===== src/sams_pkg.sv =====
// ----------------------------------------------------------------------------
// sams_pkg
// Shared types and codes for the shared-array min stacks unit.
// ----------------------------------------------------------------------------
package sams_pkg;

    localparam logic [1:0] MODE_PUSH  = 2'd0;
    localparam logic [1:0] MODE_POP   = 2'd1;
    localparam logic [1:0] MODE_QUERY = 2'd2;

    localparam logic [1:0] ST_OK    = 2'd0;
    localparam logic [1:0] ST_FULL  = 2'd1;
    localparam logic [1:0] ST_EMPTY = 2'd2;
    localparam logic [1:0] ST_BADID = 2'd3;

    localparam logic [1:0] RD_TOP       = 2'd0;
    localparam logic [1:0] RD_SCAN0     = 2'd1;
    localparam logic [1:0] RD_SCAN_NEXT = 2'd2;

    typedef struct packed {
        logic       latch;
        logic       eval;
        logic       push;
        logic       rd_en;
        logic [1:0] rd_sel;
        logic       pop_commit;
        logic       scan_start;
        logic       scan_step;
        logic       cap_top;
        logic       load_out;
    } t_cmd;

    typedef struct packed {
        logic       bad_id;
        logic [1:0] mode;
        logic       fill_zero;
        logic       full;
        logic       pop_is_min;
        logic       scan_last;
        logic       out_busy;
    } t_stat;

endpackage


===== src/sams_ctrl.sv =====
// ----------------------------------------------------------------------------
// sams_ctrl
// Sequencer: decodes one operation into memory reads, writes and a min rescan.
// ----------------------------------------------------------------------------
module sams_ctrl (
    input  logic            i_clk,
    input  logic            i_rst_n,
    input  logic            i_valid,
    output logic            o_ready,
    input  sams_pkg::t_stat i_stat,
    output sams_pkg::t_cmd  o_cmd
);

    localparam logic [2:0] S_IDLE = 3'd0;
    localparam logic [2:0] S_EVAL = 3'd1;
    localparam logic [2:0] S_POPW = 3'd2;
    localparam logic [2:0] S_POPD = 3'd3;
    localparam logic [2:0] S_SCAN = 3'd4;
    localparam logic [2:0] S_TOPW = 3'd5;
    localparam logic [2:0] S_DONE = 3'd6;

    logic [2:0] r_state;
    logic [2:0] n_state;

    assign o_ready = r_state == S_IDLE;

    always_comb begin
        n_state = r_state;
        o_cmd   = '0;
        case (r_state)
            S_IDLE: begin
                if (i_valid) begin
                    o_cmd.latch = 1'b1;
                    n_state     = S_EVAL;
                end
            end
            S_EVAL: begin
                o_cmd.eval = 1'b1;
                o_cmd.rd_sel = sams_pkg::RD_TOP;
                if (i_stat.bad_id) begin
                    n_state = S_DONE;
                end else begin
                    case (i_stat.mode)
                        sams_pkg::MODE_PUSH: begin
                            if (!i_stat.full) begin
                                o_cmd.push = 1'b1;
                                n_state    = S_DONE;
                            end else begin
                                o_cmd.rd_en = 1'b1;
                                n_state     = S_TOPW;
                            end
                        end
                        sams_pkg::MODE_POP: begin
                            if (i_stat.fill_zero) begin
                                n_state = S_DONE;
                            end else begin
                                o_cmd.rd_en = 1'b1;
                                n_state     = S_POPW;
                            end
                        end
                        default: begin
                            if (i_stat.fill_zero) begin
                                n_state = S_DONE;
                            end else begin
                                o_cmd.rd_en = 1'b1;
                                n_state     = S_TOPW;
                            end
                        end
                    endcase
                end
            end
            S_POPW: begin
                o_cmd.pop_commit = 1'b1;
                n_state          = S_POPD;
            end
            S_POPD: begin
                if (i_stat.fill_zero) begin
                    n_state = S_DONE;
                end else if (i_stat.pop_is_min) begin
                    o_cmd.scan_start = 1'b1;
                    o_cmd.rd_en      = 1'b1;
                    o_cmd.rd_sel     = sams_pkg::RD_SCAN0;
                    n_state          = S_SCAN;
                end else begin
                    o_cmd.rd_en  = 1'b1;
                    o_cmd.rd_sel = sams_pkg::RD_TOP;
                    n_state      = S_TOPW;
                end
            end
            S_SCAN: begin
                o_cmd.scan_step = 1'b1;
                o_cmd.rd_sel    = sams_pkg::RD_SCAN_NEXT;
                if (i_stat.scan_last) begin
                    n_state = S_DONE;
                end else begin
                    o_cmd.rd_en = 1'b1;
                end
            end
            S_TOPW: begin
                o_cmd.cap_top = 1'b1;
                n_state       = S_DONE;
            end
            S_DONE: begin
                if (!i_stat.out_busy) begin
                    o_cmd.load_out = 1'b1;
                    n_state        = S_IDLE;
                end
            end
            default: begin
                n_state = S_IDLE;
            end
        endcase
    end

    always_ff @(posedge i_clk) begin
        if (!i_rst_n) begin
            r_state <= S_IDLE;
        end else begin
            r_state <= n_state;
        end
    end

endmodule


===== config.mk =====
export PLATFORM = sky130hd
export DESIGN_NAME = sams_ctrl
export DESIGN_NICKNAME = d
export VERILOG_FILES = /design/src/sams_pkg.sv /design/src/sams_ctrl.sv
export SDC_FILE = /design/constraint.sdc
export NUM_CORES = 1
export LEC_CHECK = 0
export BUFFER_PORTS_ARGS = -buffer_cell sky130_fd_sc_hd__buf_2
export CAP_MARGIN = 20
export CORE_AREA = 2 2 39 41
export CTS_CLUSTER_DIAMETER = 50
export DETAILED_ROUTE_END_ITERATION = 6
export DIE_AREA = 0 0 41 43
export GPL_TIMING_DRIVEN = 0
export SYNTH_ARGS = -nofsm -noshare
export SYNTH_HDL_FRONTEND = slang
export SYNTH_SLANG_ARGS = --single-unit

===== constraint.sdc =====
create_clock -name i_clk -period 3.5 [get_ports i_clk]
set_input_delay 0.35 -clock i_clk [delete_from_list [all_inputs] [get_ports i_clk]]
set_output_delay 0.35 -clock i_clk [all_outputs]
set_load 0.02 [all_outputs]

==> results of run 1 <==
logic make-up after synthesis:
group / count (synthesis) / share of synthesized area (%)
flip-flops: 3 / 15.79
AO/OA/AOI/OAI: 8 / 16.45
buffers and inverters: 4 / 7.235
AND/OR/NAND/NOR: 32 / 60.52
power by group through the flow:
| stage | logic, mW | clock network (mW) | registers, mW |
|---|---|---|---|
| 6_report | 0.207 | 0.0612 | 0.0615 |
| 5_1_grt | 0.222 | 0.0686 | 0.0631 |
| 4_1_cts | 0.208 | 0.0648 | 0.0612 |
| 3_5_place_dp | 0.207 | 0 | 0.0611 |
| 3_3_place_gp | 0.206 | 0 | 0.0628 |
| 2_1_floorplan | 0.152 | 0 | 0.0573 |
final cells by class:
class	count	area, um^2	share of cell area (%)
buffer	3	23.77	4.429
clock buffer	4	26.28	4.895
inverter	1	3.754	0.6993
multi-input combinational	40	292.8	54.55
sequential	3	60.06	11.19
tap	16	20.02	3.730
timing repair buffer	22	110.1	20.51
cells in the final DEF (no fill, tap or decap):
cell type	instances
sky130_fd_sc_hd__nor3b_1	5
sky130_fd_sc_hd__nor3b_2	2
sky130_fd_sc_hd__clkbuf_1	1
sky130_fd_sc_hd__nor3_1	1
sky130_fd_sc_hd__and3b_1	1
sky130_fd_sc_hd__a211oi_1	1
sky130_fd_sc_hd__nand2b_1	2
sky130_fd_sc_hd__buf_2	23
sky130_fd_sc_hd__o31ai_1	1
sky130_fd_sc_hd__and2_1	2
sky130_fd_sc_hd__or3_1	1
sky130_fd_sc_hd__buf_4	1
sky130_fd_sc_hd__a2bb2oi_1	1
sky130_fd_sc_hd__nor4_2	1
sky130_fd_sc_hd__nand4bb_1	1
sky130_fd_sc_hd__nor4b_2	1
sky130_fd_sc_hd__or4_1	1
sky130_fd_sc_hd__nand2_1	3
sky130_fd_sc_hd__buf_6	1
sky130_fd_sc_hd__nand3_1	1
sky130_fd_sc_hd__nor2_1	3
sky130_fd_sc_hd__inv_1	1
sky130_fd_sc_hd__nand4_1	1
sky130_fd_sc_hd__nand4b_1	1
sky130_fd_sc_hd__clkbuf_4	3
sky130_fd_sc_hd__o221a_1	1
sky130_fd_sc_hd__a21boi_1	1
sky130_fd_sc_hd__nor2b_1	4
sky130_fd_sc_hd__o21ai_0	2
sky130_fd_sc_hd__a221o_1	1
sky130_fd_sc_hd__dfxtp_1	3
sky130_fd_sc_hd__or3b_1	1
final timing paths:
path                            startpoint         end  slack [ns]  cells past startpoint
worst max-delay path            r_state[2]    o_cmd[7]        1.75                      5
worst min register to register  r_state[0]  r_state[0]        0.69                      2
worst max register to register  r_state[1]  r_state[2]        2.22                      4
worst min-delay path               i_rst_n  r_state[2]        0.39                      2
per-stage QoR:
stage | hold WS [ns] | util, % | worst slack (ns)
2_1_floorplan | 0.4919 | - | 1.790
3_3_place_gp | 0.6302 | 36.89 | 1.900
3_5_place_dp | 0.6329 | 36.89 | 1.916
4_1_cts | 0.3879 | 38.79 | 1.732
5_1_grt | 0.3922 | 38.79 | 1.644
6_report | 0.3943 | 38.79 | 1.754
layer usage:
layer	share of wire [%]	wire (um)
met2	47	477
met3	4.3	43
met5	0	0
met4	0	0
met1	48	490
==> results.txt, run 1 <==
The flow ran to the end, and the final reports show no timing, DRC or antenna violations. Number of DRC markers after the initial detailed-route iteration: 6. The tools report the category of the worst setup path launch point as a register. Setup repair after global routing left no endpoint under its margin. The count of input and output buffers came out at 22. The worst path uses 49.88% of the clock period. The largest total area in the synthesized netlist belongs to sky130_fd_sc_hd__dfxtp_1. The routing usage on met1 is 17.57%. The run gives 132 as the number of fillers in the final layout. At the worst endpoint, the required time is 3.15 ns. Summed over all cells, the static leakage comes to 0.2533 nW.

Detailed placement finished with a half-perimeter wire length of 772.7 um. For this block, the routed nets add up to 1011 um of wire. The async set-reset flop share out of synthesis came out at 0%. The first global-routing pass estimated 1497 um of wire. Headroom to the max-slew limit came out at 82.61%. The pin count of the biggest net entering global routing was 11; the starting utilization of the core area was 27.49%. The critical path in this run is classified as register to primary output. The logs give 179.0 uW for the total internal power and 3 for the total CTS buffers.

The run gives 0.2055 mV as the peak supply drop. The netlist area before placement came out at 380.4 um^2. For this block, the via count after detailed routing is 453.

The commonest cells after synthesis are 5 x sky130_fd_sc_hd__nor3b_1, 4 x sky130_fd_sc_hd__nor2b_1, 3 x sky130_fd_sc_hd__dfxtp_1, 3 x sky130_fd_sc_hd__nand2_1, 3 x sky130_fd_sc_hd__nor2_1. The analysis attributes to net switching a power of 151.0 uW. The worst setup path is captured at a primary output.

The layout overhead on the synthesized area works out to 41.12%. Counting stages on the worst path, the most repeated cell is sky130_fd_sc_hd__buf_2. The tools report the cell area after placement as 510.5 um^2.

The number of buffers and inverters on the critical path was 2. The count of endpoints failing setup in the final report is 0, and the number of slew-limit violations in the final report is 0. The switching part of the total power came out at 45.77%.

Of the synthesized area, sequential elements account for 15.79%. The power density relative to cell area is 614.8 nW/um^2. The first detailed-routing pass ran for 2 iterations. Buffers inserted to repair hold after CTS numbered 0. The clock drives 3 sinks. 23 I/O pins were placed. At the pin with the least slew margin, the transition time is 0.2604 ns.

The die is 43 um tall. The root cell of the clock tree was sky130_fd_sc_hd__clkbuf_4. The largest registers in the layout are r_state x3.

The run gives 348 as the via count of the first global-routing pass. The tools report the worst clock skew as 0.001687 ns. The congestion estimate from routability-driven global placement came to 0.6691. The antenna violation net count after detailed routing is 0, and the number of hold violations in the final report is 0.

Of the cells placed in the final design, the portion with a size suffix greater than 1 is 43.84%. The number of gates resized after CTS was 0. In this design, the stage delay of the slowest critical-path cell is 0.42 ns. The Yosys step of the flow raised 0 warnings.

The critical path goes through buf_2 -> nor3b_2 -> nand2b_1 -> nand3_1 -> buf_2. Counting every instance in the synthesized netlist gives 47. In this run the post-CTS setup repair buffer count came out at 0. The logs give 1 for the depth of the CTS H-tree and 30 for the number of distinct library cells after synthesis. By instance count, the leading cell after synthesis is sky130_fd_sc_hd__nor3b_1. The tools report the overall track demand over capacity in global routing as 11.92%. The area of the placeable core is 1384 um^2.

The tools report the number of nets in the finished design as 85. The path class of the lowest-slack min-delay path is input port to register. For the met3 global-route usage, the log shows 3.141%.

After global routing, the most crowded layer is met1. Max-cap violations in this run came to 0. The instance count after placement with tap cells included was 85.

The tools report the fraction of power consumed by combinational cells as 62.8%. In this run the deepest clock path goes through 2 buffers. Clock-pin slew was measured on the worst setup and hold paths at 0.04 ns. Slowest stage cell on the critical path: sky130_fd_sc_hd__dfxtp_1. The minimum clock period was 1.746 ns; the horizontal die dimension was 41 um. The repair_antennas step left the layout with diodes totalling 0. In this run, the clock network consumes 18.6% of the power. For the residual overflow from global routing, the log shows 0. TritonCTS built the clock tree. The initialized floorplan defines 14 standard-cell rows. Registers are responsible for 18.6% of the overall power. The total power after layout is 330.0 uW. The flip-flop and latch count after synthesis works out to 3. The register with the most flip-flops in the layout has 3 of them. Yosys mapped a number of flops with a built-in enable equal to 0. More flip-flops sit in one register than any other, and that register is r_state. The number of remaining DRC errors was 0; the arrival time of the worst setup path was 1.40 ns.

For the initial antenna violation count, the log shows 0. The fraction of met2 tracks used by global routing is 17.19%. In this design, the largest share of critical-path delay is due to flip-flops. For the final routed database, the setup TNS stands at 0 ns. The most used flip-flop cell after synthesis is sky130_fd_sc_hd__dfxtp_1. For the clock latency at the later pin of the worst-skew pair, the log shows 0.23 ns. The die area was 1763 um^2. After synthesis, the cell types taking the most area are sky130_fd_sc_hd__dfxtp_1 16%, sky130_fd_sc_hd__nor3b_1 9.9%, sky130_fd_sc_hd__nor2b_1 6.6%, sky130_fd_sc_hd__nor3b_2 6.6%, sky130_fd_sc_hd__nor4b_2 3.9%. Along the worst path, the maximum fanout reaches 10. For this run, the number of standard cells in the final layout without fillers is 89. The area fraction of the dominant cell type after synthesis was 15.79%; the final routed wire length divided by cell count was 11.36 um.

The mean post-synth cell area is 8.093 um^2, and the maximum clock frequency is 0.5728 GHz. Using the TritonRoute via totals, the vias-per-cell ratio works out to 5.090. When the netlist entered floorplanning its net count stood at 58. The run gives 536.8 um^2 as the finished layout cell area.
Power figures use the tool's default switching activity.
==> run 2, diff against run 1 <==
Settings changed: ABC_AREA from default to 1.
Clock period 3.5 ns to 1.7 ns, I/O delays scaled along.
==> run 2 against run 1 <==
Cell area fell by 5.1%. Sequential power rose by 120%. Synthesized cell count rose by 49%. Hold slack got worse by 0.21 ns. Sequential share of layout area rose by 0.60 points. Clock skew fell by 0.0017 ns. Power rose by 120%. Die area did not move. Critical path depth rose by 1. Worst setup slack got worse by 1.5 ns. Largest power group unchanged.
==> results.txt, run 2 <==
Across the VDD grid, the largest voltage drop is 0.6961 mV. Power spread over the standard cell area amounts to 1433 nW/um^2. Of all flip-flops after synthesis, the portion carrying an async set or reset was 0%. Of the total power, the clock network draws 17.6%. Setup repair after global routing left no endpoint under its margin. Clock-pin slew was measured on the worst setup and hold paths at 0.04 ns. From synthesis to final layout, the design area changed by 44.33%. The number of warnings issued by yosys is 0, and the number of remaining DRC errors is 0. The tools report the count of endpoints failing setup in the final report as 0. The HPWL after detailed placement came out at 737.2 um. The tools report the final weighted congestion in routability-driven placement as 0.8055. Overall routed net length: 877 um.

Counting flops with a built-in enable in the synthesized netlist gives 0. The smallest clock period supported by the final layout is computed as 1.490 ns. Along the worst hold path, the cell count comes to 3. The net count after synthesis is 81, and the switching part of the total power is 52.67%. The worst setup path category is register to primary output. Cells with a size suffix above 1 make up 33.33% of the layout.

The logs give 0 for the antenna diode instance count and 0.53 ns for the setup slack of the worst register-to-register path. The logs give 0 for the initial antenna violation count and 2 for the number of buffers between clock root and the deepest sink. Headroom to the max-slew limit came out at 80.42%.

For the number of hold violations in the final report, the log shows 0. The worst flop-to-flop path startpoint was r_state[0]. Based on the critical path, the design can be clocked at up to 0.6710 GHz. The tree is rooted in a sky130_fd_sc_hd__clkbuf_4.

The routed via count divided by cell count is 4.125, and the end-of-flow core utilization is 36.80%. Across every metal layer, demand over resource in global routing totals 10.84%. The number of buffers inserted by hold repair at cts was 0. A synthesized cell averages 5.041 um^2. In this run the static leakage power is 0.3264 nW. The synthesized design devotes to its leading area cell type 20.21% of total area. Summing internal, switching and leakage power gives 729.7 uW.

The die covers 1763 um^2. The worst clock skew came out at 0.00003045 ns. Traced cell by cell, the critical path runs through buf_4 -> nand2_1 -> nor2_2 -> o2111ai_1 -> nand3_1 -> buf_2. The first global-routing pass estimated 1304 um of wire.

Cell area after placement: 483.0 um^2. The residual overflow from global routing is 0. Measured slew at the worst slew-check pin: 0.2933 ns. At the worst endpoint, the arrival time is 1.32 ns. Setup slack on the critical path of the routed design comes to 0.2096 ns. The flip-flop and latch count after synthesis came out at 3. For this run, the leading register cell type out of synthesis is sky130_fd_sc_hd__dfxtp_1. The final critical-path share of the clock period came out at 87.67%.

The required time of the critical path is 1.53 ns. The initial utilization of the core area, before any placement, comes to 25.50%. The synthesized design spends more area on one cell type than any other, namely sky130_fd_sc_hd__nand2_1. The number of DRC markers after the initial detailed-route iteration was 1. In the final routed layout, each cell accounts on average for 7.830 um. The number of slew-limit violations in the final report was 0. The run gives 352.8 um^2 as the netlist area before placement. Measured in cells, the most critical reg-to-reg path has a length of 7.

The total number of placement rows came out at 14. The horizontal die dimension was 41 um. The run gives 0 as the antenna violation net count after detailed routing. The largest registers in the layout are r_state x3.

Ranked by total cell area, the synthesized netlist is headed by sky130_fd_sc_hd__nand2_1 20%, sky130_fd_sc_hd__dfxtp_1 17%, sky130_fd_sc_hd__nor2_1 17%, sky130_fd_sc_hd__inv_1 13%, sky130_fd_sc_hd__a21oi_1 4.3%. The register with the most flip-flops in the final layout is r_state. The tools report the fraction of power consumed by combinational cells as 63.8%. After routing, the total negative slack on setup checks comes to 0 ns. The analysis attributes to net switching a power of 384.3 uW.

The min-delay analysis places its worst path in the category input port to register. Endpoint of the lowest-slack register-to-register path: r_state[1]. The count of input and output buffers is 22. The worst hold path terminates at r_state[0]. The share of the yosys chip area belonging to registers is 17.02%. For the finished layout cell area, the log shows 509.2 um^2. The run finished with clean final reports. The final route contains 462 vias.

During I/O placement, the number of pins put on the boundary was 23. On the critical path, the stage with the largest delay is an instance of sky130_fd_sc_hd__dfxtp_1. The total internal power is 345.4 uW. TritonCTS built the clock tree.

In this run the worst path has a maximum fanout of 8. The via count of the first global-routing pass came out at 342. The number of distinct library cells after synthesis came out at 16. The kind of end point of the critical path was a primary output. In the layout the commonest cells are 22 x sky130_fd_sc_hd__buf_2, 19 x sky130_fd_sc_hd__nand2_1, 16 x sky130_fd_sc_hd__nor2_1, 12 x sky130_fd_sc_hd__inv_1. Clock sink count: 3. Leaving out fill and tap cells, the most frequent cell in the layout is sky130_fd_sc_hd__buf_2.

The logs give 0 for the number of resized instances in the post-cts repair step and 70 for the post-synthesis instance total. In the final design database the tool counted 108 nets. TritonCTS created 3 clock buffers. The register with the most flip-flops in the layout has 3 of them. The tools report the worst setup timing slack at the placement stage as 0.4696 ns. The worst setup path is launched from a register. The run gives 1384 um^2 as the area of the placeable core.

For the depth of the CTS H-tree, the log shows 1. The commonest cells after synthesis are 19 x sky130_fd_sc_hd__nand2_1, 16 x sky130_fd_sc_hd__nor2_1, 12 x sky130_fd_sc_hd__inv_1. The startpoint identified for the worst hold timing path is i_rst_n. Across the run, the number of max-cap violations was 0. Entering global routing, the biggest net connects 9 pins. The largest single stage delay on the critical path is 0.30 ns.

After clock tree synthesis, the setup repair step added 0 buffers. The sequential share of power is 18.6%, and the number of iterations in the first detailed-routing pass is 2. The die outline height is 43 um.

Most frequently used cell type in the post-synthesis netlist: sky130_fd_sc_hd__nand2_1. For the worst-skew pair, the clock arrives at the later sink with an insertion delay of 0.23 ns.
==> run 2: cell types whose count changed after synthesis, sizes merged, moves of 3 or more <==
cell and change:
nand2 +16, nor2 +15, inv +14, nor3b -7, nor2b -4, a21oi +3, nand3 +3
==> run 2: worst max-delay path by stage <==
stage / startpoint / to / slack (ns) / cells past startpoint
after floorplan: r_state[0] / o_cmd[8] / 0.35 / 3
after global routing: r_state[0] / o_cmd[7] / 0.07 / 6
after global placement: r_state[0] / o_cmd[7] / 0.45 / 6
after CTS: r_state[0] / o_cmd[7] / 0.20 / 6
final: r_state[0] / o_cmd[7] / 0.21 / 6
after detailed placement: r_state[0] / o_cmd[7] / 0.47 / 6
==> run 2: layout make-up <==
cell class	count	area, um^2
tap	16	20.02
buffer	1	7.507
clock buffer	4	26.28
timing repair buffer	22	110.1
sequential	3	60.06
multi-input combinational	51	229.0
inverter	15	56.30
fill	156	874.6
==> run 2: critical path, delay by kind of cell, from the launching register on <==
kind | cells | cell delay (ns)
buffers and inverters | 2 | 0.30
AO/OA/AOI/OAI | 1 | 0.15
AND/OR/NAND/NOR | 3 | 0.34
flip-flops | 1 | 0.30
==> run 2: stage by stage <==
step / hold slack (ns) / cells
after floorplan: 0.3205 / 70
after global placement: 0.4342 / 108
after detailed placement: 0.4336 / 108
after CTS: 0.1873 / 112
after global routing: 0.1923 / 112
final: 0.1891 / 112
==> run 2: logic make-up (layout without fill, tap and decap cells) <==
family	count (synthesis)	after routing	synth area share (%)
AND/OR/NAND/NOR	46	46	56.74
AO/OA/AOI/OAI	5	5	8.154
flip-flops	3	3	17.02
buffers and inverters	16	42	18.08
==> run 2: power by group through the flow <==
| stage | registers, mW | clock network, mW | logic [mW] |
|---|---|---|---|
| floorplan | 0.128 | 0 | 0.348 |
| global placement | 0.137 | 0 | 0.467 |
| detailed placement | 0.136 | 0 | 0.471 |
| CTS | 0.136 | 0.134 | 0.472 |
| global route | 0.139 | 0.140 | 0.522 |
| finish | 0.135 | 0.128 | 0.466 |
==> run 2: per-layer routing <==
metal	up-vias	global-route usage (%)	part of all wire, %
met3	0	4.712	6.6
met1	183	15.43	51
met2	13	15.00	43
met4	0	2.000	0
met5	-	0	0
li1	266	-	-
==> run 3, diff against run 2 <==
Settings changed: RECOVER_POWER from default to 25, SKIP_LAST_GASP from default to 1.
==> run 3 against run 2 <==
Wire length grew 0.23%. Sequential power is essentially flat. Via count unchanged. Non-clock buffer count stayed put. Count of clock-buffer cells in the layout stayed put. Cell area decreased by 0.49%. Power decreased by 0.69%.
==> results.txt, run 3 (synthesis results as in run 2) <==
The flow ran to the end, and the final reports show no timing, DRC or antenna violations. The starting utilization of the core area is 25.50%, and the routed via count divided by cell count is 4.125. In this run the vertical extent of the chip is 43 um.

For this design, the CTS-stage hold fixing added 0 buffers. For the total power after layout, the log shows 724.7 uW. Before antenna repair, the detailed router went through 3 iterations. Entering global routing, the biggest net connects 9 pins. For this run, design rule violations remaining after detail routing come to 0. The slowest stage of the critical path belongs to the cell sky130_fd_sc_hd__dfxtp_1.

STA classifies the critical path startpoint as a register. After routing the design area is 506.7 um^2. Summing all placed instances gives a cell area of 483.0 um^2. The layout overhead on the synthesized area is 43.62%. In the final routed layout, each cell accounts on average for 7.848 um. Dominant delay contributor by cell family on the critical path: simple AND/OR/NAND/NOR gates. The die covers 1763 um^2. Detailed placement ended at an HPWL of 737.2 um. After clock tree synthesis, the repair step resized 0 gates. The first global-routing pass estimated 1304 um of wire. 0 antenna diodes ended up in the layout. The tools report the peak supply drop as 0.6941 mV.

The most common cell after layout, fill and taps aside is sky130_fd_sc_hd__buf_2. The max-capacitance violation count was 0. TritonCTS built the clock tree. In the layout the commonest cells are 22 x sky130_fd_sc_hd__buf_2, 19 x sky130_fd_sc_hd__nand2_1, 17 x sky130_fd_sc_hd__nor2_1, 12 x sky130_fd_sc_hd__inv_1. For the number of slew-limit violations in the final report, the log shows 0. The total overflow left after global routing is 0. After global routing, the most crowded layer is met1. In this run the worst path has a maximum fanout of 8. In the global route stage, met1 resource usage came out at 15.43%. For this run, the post-layout net count is 108.

The die is 41 um wide. The via count of the first global-routing pass is 342, and the worst setup timing slack at the placement stage is 0.4696 ns. At the worst endpoint, the arrival time is 1.32 ns. In this run the tool buffered the top-level ports with 22 buffer cells. Once routing completed, OpenROAD measured the worst setup slack at 0.2105 ns. The measured slew at the worst slew-check pin came out at 0.2933 ns. The power density relative to cell area is 1430 nW/um^2, and the final critical-path share of the clock period is 87.62%.

The root cell of the clock tree is sky130_fd_sc_hd__clkbuf_4. 23 I/O pins were placed. The run gives 0 as the number of hold violations in the final report. The end-of-flow core utilization is 36.62%, and the initial antenna violation count is 0. After floorplanning, the core was divided into 14 placement rows. The tools report the count of endpoints failing setup in the final report as 0. The total CTS buffers was 3; the number of buffers between clock root and the deepest sink was 2. The logs give 879 um for the overall routed net length and 10.84% for the overall track demand over capacity in global routing. The final-layout worst hold slack came out at 0.1902 ns. The total via count in the routed design came out at 462. Path class of the lowest-slack min-delay path: input port to register.

Leaving out filler cells and counting taps, the final layout contains 112. The run gives 3 as the number of DRC markers after the initial detailed-route iteration. The worst setup path is captured at a primary output. The fraction of met2 tracks used by global routing is 15.00%. At the worst endpoint, the required time is 1.53 ns. Traced cell by cell, the critical path runs through buf_4 -> nand2_1 -> nor2_2 -> o2111ai_1 -> nand3_1 -> buf_2. The post-route netlist has 32.29% of its cells at a drive strength greater than 1. The clock latency at the later pin of the worst-skew pair is 0.23 ns.

Worst setup path category: register to primary output. For the final weighted congestion in routability-driven placement, the log shows 0.8055. For this design, the sink count on the clock tree is 3.

In the final layout, the registers with the most flip-flops are r_state x3. The tools report the maximum clock frequency as 0.6714 GHz. The register with the highest flop count is r_state. After clock tree synthesis, the clock-pin slew on the worst setup and hold paths is 0.04 ns. For the final routed database, the setup TNS stands at 0 ns. Maximum cell stage delay along the critical path: 0.30 ns.

The depth of the CTS H-tree was 1. The number of buffers and inverters on the critical path is 2. Setup repair after global routing left no endpoint under its margin.

The flip-flop count of the largest register after layout came out at 3. The core region is 1384 um^2. The tools report the met3 global-route usage as 4.712%. For the number of fillers in the final layout, the log shows 157. In this run the remaining antenna-violating nets after routing total 0.

The analysis attributes to cell leakage a power of 0.3259 nW. The minimum clock period works out to 1.489 ns. The number of placed instances, taps included, is 108. The post-CTS setup buffer count is 0. The tools report the relative max-transition margin as 80.42%. The worst clock skew came out at 0.0003035 ns.
[run 3: worst min-delay path, delay by kind of cell]
family | cells | cell delay [ns]
simple gates | 1 | 0.10
buf+inv | 2 | 0.12
[run 3: area by class of cell]
| type | instances | area [um^2] | area share, % |
|---|---|---|---|
| clock buffer | 4 | 26.28 | 5.185 |
| inverter | 15 | 56.30 | 11.11 |
| buffer | 1 | 7.507 | 1.481 |
| sequential | 3 | 60.06 | 11.85 |
| tap | 16 | 20.02 | 3.951 |
| multi-input combinational | 51 | 226.5 | 44.69 |
| timing repair buffer | 22 | 110.1 | 21.73 |
[run 3: final timing paths]
check        startpoint         end  cells after the start  slack, ns
min             i_rst_n  r_state[0]                      3       0.19
max reg2reg  r_state[1]  r_state[1]                      6       0.53
min reg2reg  r_state[2]  r_state[1]                      2       0.58
max          r_state[0]    o_cmd[7]                      6       0.21
[run 3: where the power goes]
part | internal, mW | switching [mW] | total [mW]
clock network | 0.0882 | 0.0398 | 0.128
registers | 0.0975 | 0.0379 | 0.135
logic | 0.157 | 0.304 | 0.461
total | 0.343 | 0.382 | 0.725
[run 3: layer usage]
metal	share of wire [%]	vias up
li1	-	266
met5	0	-
met4	0	0
met1	51	183
met2	43	13
met3	6.6	0
